File: src/design/sm3he_pkg.sv
// ---------------------------------------------------------------------------
// sm3he_pkg
// Shared types, constants and functions of the SM3 hash engine.
// ---------------------------------------------------------------------------
package sm3he_pkg;

    typedef logic [31:0] t_word;

    // standard SM3 initial value, also the reset value of the IV registers
    localparam t_word IV_RESET [8] = '{
        32'h7380166f, 32'h4914b2b9, 32'h172442d7, 32'hda8a0600,
        32'ha96f30bc, 32'h163138aa, 32'he38dee4d, 32'hb0fb0e4e
    };

    localparam t_word T_LOW  = 32'h79cc4519;
    localparam t_word T_HIGH = 32'h7a879d8a;
    localparam logic [7:0] PAD_BYTE = 8'h80;

    // top-level sequencer states
    typedef enum logic [1:0] {
        ST_IDLE,
        ST_COMP,
        ST_PAD,
        ST_OUT
    } t_top_state;

    // padding step still to be pushed
    typedef enum logic [1:0] {
        PAD_EXTRA,
        PAD_ZERO,
        PAD_LENLO,
        PAD_DONE
    } t_pad_kind;

    // compression unit phases
    typedef enum logic [1:0] {
        CP_IDLE,
        CP_LOAD,
        CP_ROUND,
        CP_FIN
    } t_cmp_phase;

    // control from the sequencer to the compression unit
    typedef struct packed {
        logic start;
        logic load_iv;
    } t_cmp_ctl;

    // status back from the compression unit
    typedef struct packed {
        logic busy;
        logic done;
    } t_cmp_stat;

    function automatic t_word rotl(input t_word x, input logic [4:0] n);
        rotl = (x << n) | (x >> (6'd32 - {1'b0, n}));
    endfunction

    function automatic t_word perm0(input t_word x);
        perm0 = x ^ rotl(x, 5'd9) ^ rotl(x, 5'd17);
    endfunction

    function automatic t_word perm1(input t_word x);
        perm1 = x ^ rotl(x, 5'd15) ^ rotl(x, 5'd23);
    endfunction

    // round constant rotated by the round number
    function automatic t_word round_const(input logic [5:0] j);
        round_const = rotl((j < 6'd16) ? T_LOW : T_HIGH, j[4:0]);
    endfunction

endpackage

File: src/design/sm3he_compress.sv
// ---------------------------------------------------------------------------
// sm3he_compress
// SM3 compression unit: loads a block from the buffer memory into a
// 16-word expansion window, runs 64 rounds at one per cycle and folds
// the result into the chaining value.
// ---------------------------------------------------------------------------
module sm3he_compress (
    input  logic                  i_clk,
    input  logic                  i_rst_n,
    input  sm3he_pkg::t_cmp_ctl   i_ctl,
    input  sm3he_pkg::t_word      i_iv [8],
    output logic [3:0]            o_rd_addr,
    input  sm3he_pkg::t_word      i_rd_data,
    output sm3he_pkg::t_cmp_stat  o_stat,
    output sm3he_pkg::t_word      o_cv [8]
);
    import sm3he_pkg::*;

    t_cmp_phase r_phase, n_phase;
    logic [5:0] r_cnt;
    t_word      r_cv  [8];
    t_word      r_reg [8];
    t_word      r_win [16];

    t_word a12, ss1, ss2, ff, gg, tt1, tt2, wj, wp, nw;

    // next phase
    always_comb begin
        n_phase = r_phase;
        case (r_phase)
            CP_IDLE:  if (i_ctl.start) n_phase = CP_LOAD;
            CP_LOAD:  if (r_cnt == 6'd16) n_phase = CP_ROUND;
            CP_ROUND: if (r_cnt == 6'd63) n_phase = CP_FIN;
            CP_FIN:   n_phase = CP_IDLE;
            default:  n_phase = CP_IDLE;
        endcase
    end

    // outputs
    always_comb begin
        o_rd_addr   = r_cnt[3:0];
        o_stat.busy = (r_phase != CP_IDLE);
        o_stat.done = (r_phase == CP_FIN);
    end

    // one round
    always_comb begin
        wj  = r_win[0];
        wp  = r_win[0] ^ r_win[4];
        a12 = rotl(r_reg[0], 5'd12);
        ss1 = rotl(a12 + r_reg[4] + round_const(r_cnt), 5'd7);
        ss2 = ss1 ^ a12;
        if (r_cnt < 6'd16) begin
            ff = r_reg[0] ^ r_reg[1] ^ r_reg[2];
            gg = r_reg[4] ^ r_reg[5] ^ r_reg[6];
        end else begin
            ff = (r_reg[0] & r_reg[1]) | (r_reg[0] & r_reg[2]) | (r_reg[1] & r_reg[2]);
            gg = (r_reg[4] & r_reg[5]) | (~r_reg[4] & r_reg[6]);
        end
        tt1 = ff + r_reg[3] + ss2 + wp;
        tt2 = gg + r_reg[7] + ss1 + wj;
        nw  = perm1(wj ^ r_win[7] ^ rotl(r_win[13], 5'd15))
              ^ rotl(r_win[3], 5'd7) ^ r_win[10];
    end

    // control state
    always_ff @(posedge i_clk) begin
        if (!i_rst_n) begin
            r_phase <= CP_IDLE;
            r_cnt   <= '0;
        end else begin
            r_phase <= n_phase;
            if (r_phase != n_phase) r_cnt <= '0;
            else if (r_phase != CP_IDLE) r_cnt <= r_cnt + 6'd1;
        end
    end

    // datapath
    always_ff @(posedge i_clk) begin
        if (i_ctl.load_iv) r_cv <= i_iv;
        if (r_phase == CP_IDLE && i_ctl.start) r_reg <= r_cv;
        // shift the window: loaded words, then expanded words
        if ((r_phase == CP_LOAD && r_cnt != 6'd0) || r_phase == CP_ROUND) begin
            for (int k = 0; k < 15; k++) r_win[k] <= r_win[k+1];
            r_win[15] <= (r_phase == CP_LOAD) ? i_rd_data : nw;
        end
        if (r_phase == CP_ROUND) begin
            r_reg[0] <= tt1;
            r_reg[1] <= r_reg[0];
            r_reg[2] <= rotl(r_reg[1], 5'd9);
            r_reg[3] <= r_reg[2];
            r_reg[4] <= perm0(tt2);
            r_reg[5] <= r_reg[4];
            r_reg[6] <= rotl(r_reg[5], 5'd19);
            r_reg[7] <= r_reg[6];
        end
        if (r_phase == CP_FIN) begin
            for (int k = 0; k < 8; k++) r_cv[k] <= r_cv[k] ^ r_reg[k];
        end
    end

    assign o_cv = r_cv;

endmodule

File: src/design/sm3_hash_engine_core.sv
// ---------------------------------------------------------------------------
// sm3_hash_engine_core
// SM3 hash engine: gathers message words into a 16-word block memory,
// pads the final block and streams out the eight digest words.
// ---------------------------------------------------------------------------
// channel   dir  tdata                              tuser           tlast
// s_axis    in   [31:0] message_word,               valid_bytes     final_word
//                [63:32] length_offset_bytes
// m_axis    out  [31:0] digest_word                 digest_index    digest_last
// cfg       in   i_cfg_index selects init_word_a..h, i_cfg_data is the value
//
// A normal word is written into the block memory; a word that fills a block
// also starts a compression: block load into the expansion window, 64 rounds, fold.
// A final word is followed by its padding words, one or two block compressions,
// then eight digest items. The round loop of the compression unit sets the rate.
// Reset is synchronous; no clearing pass. Input is taken only when idle; a
// stalled digest item holds until taken.
// ---------------------------------------------------------------------------
module sm3_hash_engine_core (
    input  logic        i_clk,
    input  logic        i_rst_n,
    input  logic        s_axis_tvalid,
    output logic        s_axis_tready,
    input  logic [63:0] s_axis_tdata,   // [31:0] message_word, [63:32] length_offset_bytes
    input  logic [2:0]  s_axis_tuser,   // [2:0] valid_bytes
    input  logic        s_axis_tlast,
    output logic        m_axis_tvalid,
    input  logic        m_axis_tready,
    output logic [31:0] m_axis_tdata,   // [31:0] digest_word
    output logic [2:0]  m_axis_tuser,   // [2:0] digest_index
    output logic        m_axis_tlast,
    input  logic        i_cfg_wr_en,
    input  logic [2:0]  i_cfg_index,
    input  logic [31:0] i_cfg_data
);
    import sm3he_pkg::*;

    t_top_state r_state, n_state;
    t_pad_kind  r_pad, n_pad;
    logic       r_pad_active, n_pad_active;
    logic       r_first;
    logic [3:0] r_wpos;
    logic [2:0] r_oidx;
    logic [63:0] r_bc, n_bc;
    t_word      r_init [8];
    t_word      r_mem  [16];
    t_word      r_rd_data;

    logic       in_acc, out_acc;
    logic       push_en;
    t_word      push_data;
    logic [2:0] vbc;
    t_word      word_in;
    t_word      tail_word;
    logic [63:0] bits;

    t_cmp_ctl   cmp_ctl;
    t_cmp_stat  cmp_stat;
    logic [3:0] cmp_addr;
    t_word      cv [8];

    assign in_acc  = s_axis_tvalid && s_axis_tready;
    assign out_acc = m_axis_tvalid && m_axis_tready;
    assign word_in = s_axis_tdata[31:0];
    assign vbc     = (s_axis_tuser > 3'd4) ? 3'd4 : s_axis_tuser;
    assign bits    = {r_bc[60:0], 3'b000};

    // mask the tail and place the padding byte after the valid bytes of a partial word
    always_comb begin
        case (vbc)
            3'd0:    tail_word = {PAD_BYTE, 24'h0};
            3'd1:    tail_word = {word_in[31:24], PAD_BYTE, 16'h0};
            3'd2:    tail_word = {word_in[31:16], PAD_BYTE, 8'h0};
            3'd3:    tail_word = {word_in[31:8], PAD_BYTE};
            default: tail_word = word_in;
        endcase
    end

    // byte count of the message
    always_comb begin
        n_bc = (r_first ? {32'h0, s_axis_tdata[63:32]} : r_bc)
               + (s_axis_tlast ? {61'h0, vbc} : 64'd4);
    end

    // word pushed into the block memory
    always_comb begin
        push_en   = 1'b0;
        push_data = word_in;
        n_pad     = r_pad;
        case (r_state)
            ST_IDLE: begin
                if (in_acc) begin
                    push_en = 1'b1;
                    if (s_axis_tlast) begin
                        push_data = tail_word;
                        n_pad = (vbc == 3'd4) ? PAD_EXTRA : PAD_ZERO;
                    end
                end
            end
            ST_PAD: begin
                push_en = 1'b1;
                case (r_pad)
                    PAD_EXTRA: begin
                        push_data = {PAD_BYTE, 24'h0};
                        n_pad = PAD_ZERO;
                    end
                    PAD_ZERO: begin
                        if (r_wpos == 4'd14) begin
                            push_data = bits[63:32];
                            n_pad = PAD_LENLO;
                        end else begin
                            push_data = '0;
                        end
                    end
                    PAD_LENLO: begin
                        push_data = bits[31:0];
                        n_pad = PAD_DONE;
                    end
                    default: push_en = 1'b0;
                endcase
            end
            default: ;
        endcase
    end

    // next state
    always_comb begin
        n_state      = r_state;
        n_pad_active = r_pad_active;
        case (r_state)
            ST_IDLE: begin
                if (in_acc) begin
                    n_pad_active = s_axis_tlast;
                    if (r_wpos == 4'd15) n_state = ST_COMP;
                    else if (s_axis_tlast) n_state = ST_PAD;
                end
            end
            ST_PAD: begin
                if (r_wpos == 4'd15) n_state = ST_COMP;
            end
            ST_COMP: begin
                if (cmp_stat.done) begin
                    if (!r_pad_active) n_state = ST_IDLE;
                    else if (r_pad == PAD_DONE) n_state = ST_OUT;
                    else n_state = ST_PAD;
                end
            end
            ST_OUT: begin
                if (out_acc && r_oidx == 3'd7) n_state = ST_IDLE;
            end
            default: n_state = ST_IDLE;
        endcase
    end

    // outputs
    always_comb begin
        s_axis_tready   = (r_state == ST_IDLE) && !cmp_stat.busy;
        m_axis_tvalid   = (r_state == ST_OUT);
        m_axis_tdata    = cv[r_oidx];
        m_axis_tuser    = r_oidx;
        m_axis_tlast    = (r_oidx == 3'd7);
        cmp_ctl.load_iv = in_acc && r_first;
        cmp_ctl.start   = push_en && (r_wpos == 4'd15);
    end

    // control state
    always_ff @(posedge i_clk) begin
        if (!i_rst_n) begin
            r_state      <= ST_IDLE;
            r_pad        <= PAD_DONE;
            r_pad_active <= 1'b0;
            r_first      <= 1'b1;
            r_wpos       <= '0;
            r_oidx       <= '0;
            r_bc         <= '0;
        end else begin
            r_state      <= n_state;
            r_pad        <= n_pad;
            r_pad_active <= n_pad_active;
            if (push_en) r_wpos <= r_wpos + 4'd1;
            if (in_acc) begin
                r_first <= 1'b0;
                r_bc    <= n_bc;
            end
            if (out_acc) begin
                r_oidx <= r_oidx + 3'd1;
                if (r_oidx == 3'd7) begin
                    r_first <= 1'b1;
                    r_bc    <= '0;
                end
            end
        end
    end

    // IV registers
    always_ff @(posedge i_clk) begin
        if (!i_rst_n) begin
            r_init <= IV_RESET;
        end else if (i_cfg_wr_en) begin
            r_init[i_cfg_index] <= i_cfg_data;
        end
    end

    // block memory: one write port, one registered read port
    always_ff @(posedge i_clk) begin
        if (push_en) r_mem[r_wpos] <= push_data;
        r_rd_data <= r_mem[cmp_addr];
    end

    sm3he_compress u_compress (
        .i_clk     (i_clk),
        .i_rst_n   (i_rst_n),
        .i_ctl     (cmp_ctl),
        .i_iv      (r_init),
        .o_rd_addr (cmp_addr),
        .i_rd_data (r_rd_data),
        .o_stat    (cmp_stat),
        .o_cv      (cv)
    );

endmodule

File: config.mk
export PLATFORM = sky130hd
export DESIGN_NAME = sm3_hash_engine_core
export DESIGN_NICKNAME = d
export VERILOG_FILES = /design/src/design/sm3he_pkg.sv /design/src/design/sm3he_compress.sv /design/src/design/sm3_hash_engine_core.sv
export SDC_FILE = /design/constraint.sdc
export NUM_CORES = 2
export LEC_CHECK = 0
export BUFFER_PORTS_ARGS = -buffer_cell sky130_fd_sc_hd__buf_2
export CORE_MARGIN = 8
export CORE_UTILIZATION = 55
export CTS_CLUSTER_SIZE = 10
export DETAILED_ROUTE_END_ITERATION = 12
export PLACE_DENSITY = 0.82
export SLEW_MARGIN = 20
export SYNTH_ARGS = -nofsm -noshare
export SYNTH_HDL_FRONTEND = slang
export SYNTH_SLANG_ARGS = --single-unit
File: constraint.sdc
create_clock -name i_clk -period 13.3 [get_ports i_clk]
set_input_delay 2.66 -clock i_clk [delete_from_list [all_inputs] [get_ports i_clk]]
set_output_delay 2.66 -clock i_clk [all_outputs]
set_load 0.005 [all_outputs]
# ---- After elaboration in Yosys (flattened, before gate mapping)
# Memories as Yosys holds them, arrays and structs flattened. A register that Yosys moved wholly into a read port is not among the register bits.
# Index checks and enable logic that the tools add are counted.
dict set report word_totals {
  ramBits 1024
  wordCells 207
  output_inout_bits 38
  n_memories 2
  inputBits 108
  ff_bits 853
}
# memory words word_bits rd rd_clocked_by_memory_dff wr line
set memory_table {}
lappend memory_table {r_mem 16 32 1 1 1 sm3_hash_engine_core.sv:46} ;# t_word r_mem [16];
lappend memory_table {u_compress.r_win 16 32 16 0 16 sm3he_compress.sv:23} ;# t_word r_win [16];
dict set report classes {
  shifts 2
  n_lt_le_gt_ge 5
  n_eq_ne 27
  bitwise_logic 45
  n_mux 55
  n_reduce_logical 25
  add_sub_neg 13
}
# operator count
set ops {}
lappend ops {{256-bit 2-to-1 mux} 4}
lappend ops {{32-bit XOR} 22}
lappend ops {{32-bit 2-to-1 mux} 9}
lappend ops {{32-bit adder} 8}
lappend ops {{256-bit bitwise mux} 1}
lappend ops {{64-bit 2-to-1 mux} 4}
lappend ops {{32-bit bitwise AND} 5}
lappend ops {{32-bit OR} 4}
lappend ops {{32-bit case mux with 4 select lines} 1}
lappend ops {{32-bit binary-select mux with 3-bit select} 1}
lappend ops {{32-bit demux with 3-bit select} 1}
lappend ops {{32-bit case mux with 3 select lines} 1}
lappend ops {{64-bit by 3-bit adder with 64-bit output} 1}
lappend ops {{32-bit by 15-bit OR with 32-bit output} 2}
lappend ops {{32-bit by 7-bit OR with 32-bit output} 2}
lappend ops {{32-bit by 9-bit OR with 32-bit output} 2}
lappend ops {{32-bit case mux with 2 select lines} 1}
lappend ops {{32-bit inverter} 1}
lappend ops {{32-bit by 12-bit OR with 32-bit output} 1}
lappend ops {{32-bit by 17-bit OR with 32-bit output} 1}
lappend ops {{32-bit by 19-bit OR with 32-bit output} 1}
lappend ops {{32-bit by 23-bit OR with 32-bit output} 1}
lappend ops {{32-bit by 5-bit << shifter with 32-bit output} 1}
lappend ops {{32-bit by 6-bit right shift with 32-bit output} 1}
lappend ops {{42 further kinds} 96}

# ---- Logic depth before layout (Yosys ltp)
dict set report depth {
  depth_word 12
  ltp_mapped 48
  depth_no_buf 42
}

# ---- Modules after synthesis
# Synthesis repeated with hierarchy kept, for this count alone.
dict set report unflattened {
  hier_cells 7779
  area_unflattened_um2 92944.1
}
# module area_each_um2 cells_each seq_area_each_um2 n_inst
set modules_own_cells {}
lappend modules_own_cells {sm3he_compress 55608.3 4871 30909.6 1}
lappend modules_own_cells {sm3_hash_engine_core 37335.8 2908 22621.7 1}

# ---- Worst setup path after synthesis
# No wires, ideal clock.
dict set report synth_path {
  path_kind {register to register}
  startpoint {reg u_compress.r_cnt[0]}
  endpoint {mem u_compress.r_win[0][0] (netlist bit), enable pin}
  setup_ps 3695
  required_time_ps 9605
  synth_period_minus_slack_ps 14751
  stages_incl_launch_ff 14
  t_arrival_ps 11056
  n_path_buf 6
  path_slack_ps -1451
  cell_sequence {dfxtp_1 -> clkbuf_1 -> clkbuf_1 -> inv_1 -> clkbuf_1 -> ha_1 -> clkbuf_1 -> inv_1 -> nor3_1 -> xnor2_1 -> clkbuf_1 -> clkbuf_1 -> o21ai_0 -> nand2_1}
}
# element line
set synth_rtl {}
lappend synth_rtl {{from (decl)} sm3he_compress.sv:20} ;# logic [5:0] r_cnt;
lappend synth_rtl {{from (signal assigned)} sm3he_compress.sv:74} ;# else if (r_phase != CP_IDLE) r_cnt <= r_cnt + 6'd1;
lappend synth_rtl {{to (decl)} sm3he_compress.sv:23}

# ---- Final worst setup path
dict set report layout_path {
  startpoint {reg u_compress.r_cnt[0]}
  endpoint {reg u_compress.r_reg[255] (netlist bit), data pin}
}
dict set report layout_between {
  elab_chain_len 10
  elab_cells_between_ends 14
  classes_between {add/sub (5); order compare (1); shift (2); mux (3); bitwise (3)}
}
# element line
set layout_lines {}
lappend layout_lines {{6-bit by 5-bit less-than comparator with 1-bit output} {sm3he_pkg.sv:69, sm3he_compress.sv:53}}
lappend layout_lines {{26-bit 2-to-1 mux} sm3he_pkg.sv:69} ;# round_const = rotl((j < 6'd16) ? T_LOW : T_HIGH, j[4:0]);
lappend layout_lines {{32-bit by 6-bit right shift with 32-bit output / 32-bit by 5-bit << shifter with 32-bit output (equally long branches)} sm3he_pkg.sv:56} ;# rotl = (x << n) | (x >> (6'd32 - {1'b0, n}));
lappend layout_lines {{32-bit OR} sm3he_pkg.sv:56}
lappend layout_lines {{32-bit adder} sm3he_compress.sv:51} ;# ss1 = rotl(a12 + r_reg[4] + round_const(r_cnt), 5'd7);
lappend layout_lines {{32-bit by 7-bit OR with 32-bit output} sm3he_pkg.sv:56}
lappend layout_lines {{32-bit XOR} sm3he_compress.sv:52} ;# ss2 = ss1 ^ a12;
lappend layout_lines {{32-bit adder (*) (2 in a row)} sm3he_compress.sv:60} ;# tt1 = ff + r_reg[3] + ss2 + wp;
lappend layout_lines {{256-bit 2-to-1 mux (*)} sm3he_compress.sv:87} ;# if (r_phase == CP_ROUND) begin
lappend layout_lines {{to (signal assigned)} sm3he_compress.sv:81} ;# if (r_phase == CP_IDLE && i_ctl.start) r_reg <= r_cv;
lappend layout_lines {{to (decl)} sm3he_compress.sv:22} ;# t_word r_reg [8];
# Mark *: on every way between the ends. The rest lies on a longest branch, timed or not.
# A chain may end at the register's enable or synchronous reset.

==> impl_results.md <==
- EDFF count, synth: 1536
- R2R depth: 41
- Post-DRT Antenna Nets: 0
- Slew Viols, Final: 0
- Max incr delay on CP: 0.78 ns
- Via density per instance: 6.43
- Inserted Clock Buffers: 213
- Final-report hold violation count: 0
- Mapped Area: 0.0914 mm2
- Total track usage: 0.331
- Crit share post-route: 0.870
- Die footprint: 0.179 mm2
- Initial antenna violation count: 32
- Max-Cap Viols: 0
- Peak supply drop: 134 uV
- Final Core Density: 0.612
- Syn Area/Cell: 12.6 um2
- Initial Utilization: 0.554
- Worst r2r dst: u_compress.r_reg[255]
- Number of global-route vias before repair: 60500
- Place WS: 2.06 ns
- Final setup fails: 0
- Worst rel slew slack: 0.134
- DRC: 0
- Netlist cell types: 86
- # IOs: 146
- Yosys reg bits: 1906
- Non-filler cells, final: 9724
- Mapped Nets: 7676
- Status: finished clean
- Clock sinks: 1906
- Hold/Removal Path Class: reg -> reg
- Largest net degree at the start of global routing: 192
- Async set-reset flop share out of synthesis: 0
- CTS Buffer Depth: 3
- Synth Flop Type: edfxtp_1
- Largest regs: r_mem: 512 flops, u_compress.r_win: 512 flops
- Reg2reg setup slack: 1.73 ns
- CP delay by family, top: compound AO/OA/AOI/OAI gates
- Clock skew: 0.0508 ns
- Die extent in x: 424 um
- Worst setup EP type: flop
- H-tree levels: 4
- Pwr/cell area: 125 mW/mm2
- Worst hold path depth: 0
- Hold WS: 0.410 ns
- Dpl hpwl: 209000 um
- Hold Path Origin: u_compress.r_win[14][24]
- Setup TNS: 0 ns
- Fmax: 86.4 MHz
- Die Y-Extent: 424 um
- Worst-Margin Slew: 1.29 ns
- Share of cells above drive strength 1: 0.132
- Reg2reg start: u_compress.r_cnt[0]
- CTS tree: built
- Synthesized instance count: 7264
- Hold-fix buffers, CTS: 0
- GR Overflow Total: 0
- First DRT Iteration DRCs: 9111
- Critical Path Source Type: flop
- Post-route worst setup slack: 1.73 ns
- # Post-CTS Setup Buffers: 0
- Clk Tree Root Cell: clkbuf_16
- Clk_lat worst skew: 0.88 ns
- WP depth: 41
- Placed cells: 9334
- Worst EP required: 13.91 ns
- IO Port Bufs: 145
- Seq/Total Area, Yosys: 0.586
- RSZ-0062 raised after global routing: false
- Buffer and inverter count on the worst path: 8
- Crit path kind: reg -> reg
- Resize count post-CTS: 0
- Ranking of synthesized cells by area: edfxtp_1 (50%), dfxtp_1 (8.1%), xnor2_1 (5.9%), mux4_2 (5.5%), fa_1 (4.1%)
- Crit path DAT: 12.18 ns
- P&R area growth vs syn: 10.5%
- Share of the synthesized area in the top cell type: 0.505
- Final GP Congestion: 1.07
- First-pass GRT wire length: 431000 um
- Hold Crit Endpoint: u_compress.r_win[13][24]
- CP max FO: 44
- Nets: 7772
- Slowest-stage cell, CP: ha_1
- Synthesis Warnings: 0
- Leakage power: 34.9 nW
- Final Critical Period: 11.57 ns
- Synth area leader: edfxtp_1
- DR vias: 62500
- Core area: 0.165 mm2
- Clk slew on worst S/H paths: 0.06 ns
- Num rows: 149
- Drt pass-1 iters: 8
- Post-Route WL: 303000 um
- Avg WL per Cell: 31.2 um
-- Yosys cell counts (32+ instances only) --
cell type,n
a211oi_1,45
a21boi_0,140
a21o_1,49
a21oi_1,457
a22oi_1,37
a31oi_1,48
buf_1,52
clkbuf_1,301
clkbuf_2,32
dfxtp_1,370
edfxtp_1,1536
fa_1,189
ha_1,115
inv_1,302
mux2_2,186
mux2i_1,78
mux4_2,224
nand2_1,958
nand2b_1,35
nand3_1,164
nor2_1,496
nor3_1,43
o21ai_0,324
xnor2_1,620
xor2_1,124
-- worst register-to-register path, delay by kind of cell (launching register included) --
| kind | cells | cell delay, ns |
|---|---|---|
| compound gates | 20 | 4.79 |
| xor+xnor | 3 | 0.80 |
| fa+ha+maj | 8 | 3.24 |
| buf+inv | 8 | 1.51 |
| flops | 1 | 0.69 |
| simple gates | 2 | 0.30 |
-- cells in the final DEF, fill, tap and decap left out, types with 16 or more instances in the layout --
master | Yosys | layout
a211oi_1 | 45 | 45
a21boi_0 | 140 | 140
a21o_1 | 49 | 49
a21oi_1 | 457 | 457
a22oi_1 | 37 | 37
a31oi_1 | 48 | 48
and2_1 | 22 | 21
and3_1 | 27 | 27
buf_2 | 4 | 144
buf_4 | 1 | 124
clkbuf_1 | 301 | 137
clkbuf_16 | 0 | 214
dfxtp_1 | 370 | 362
edfxtp_1 | 1536 | 1536
fa_1 | 189 | 189
ha_1 | 115 | 115
inv_1 | 302 | 301
mux2_2 | 186 | 186
mux2i_1 | 78 | 78
mux4_2 | 224 | 224
nand2_1 | 958 | 954
nand2b_1 | 35 | 33
nand3_1 | 164 | 163
nand4_1 | 17 | 17
nor2_1 | 496 | 478
nor2b_1 | 29 | 28
nor3_1 | 43 | 36
nor3b_1 | 16 | 16
o21ai_0 | 324 | 321
o21bai_1 | 16 | 16
xnor2_1 | 620 | 619
xor2_1 | 124 | 124
-- routing by layer --
metal  global-route usage  vias up  part of all wire
li1                     -    26200                 -
met1                0.438    31200              0.37
met2                0.497     4308              0.44
met3               0.0955      813              0.12
met4                0.174       26             0.063
met5                    0        -           0.00061
-- worst max-delay path by stage --
stage	start	slack, ns	to
after detailed placement	u_compress.r_cnt[0]	2.06	u_compress.r_reg[255]
final	u_compress.r_cnt[0]	1.73	u_compress.r_reg[255]
after floorplan	s_axis_tvalid	2.35	u_compress.r_reg[0]
after global routing	u_compress.r_cnt[0]	1.13	u_compress.r_reg[255]
after CTS	u_compress.r_cnt[0]	1.98	u_compress.r_reg[255]
after global placement	u_compress.r_cnt[0]	2.14	u_compress.r_reg[255]
-- layout make-up --
type	instances	area, um2
multi-input combinational	4662	35400
inverter	303	1140
timing repair buffer	274	1740
antenna	12	30.0
clock buffer	356	5940
clock inverter	22	425
tap	2189	2740
sequential	1906	53600
fill	12000	64000
-- through the flow --
step | power (mW) | area [um2]
2_1_floorplan | 7.03 | 91400
3_3_place_gp | 7.19 | 94500
3_5_place_dp | 7.21 | 94500
4_1_cts | 12.6 | 101000
5_1_grt | 12.9 | 101000
6_report | 12.6 | 101000
-- cell families (layout without fill, tap and decap cells) --
family,count (synthesis),in the layout,share of synthesized area
AOI/OAI and AO/OA,1267,1267,0.0836
xor gates and xnor gates,746,746,0.0718
adders and majority gates,305,305,0.0573
buffers and inverters,696,955,0.0294
DFF,1906,1906,0.586
muxes,488,488,0.0867
other,0,12,0
and+or+nand+nor,1856,1856,0.0853
-- power by group --
group	total [mW]	internal, mW	switching, mW
Clock	5.48	3.06	2.42
Combinational	0.486	0.171	0.315
Sequential	6.63	6.54	0.0841
Note: power is estimated with default switching activity, not from simulation.
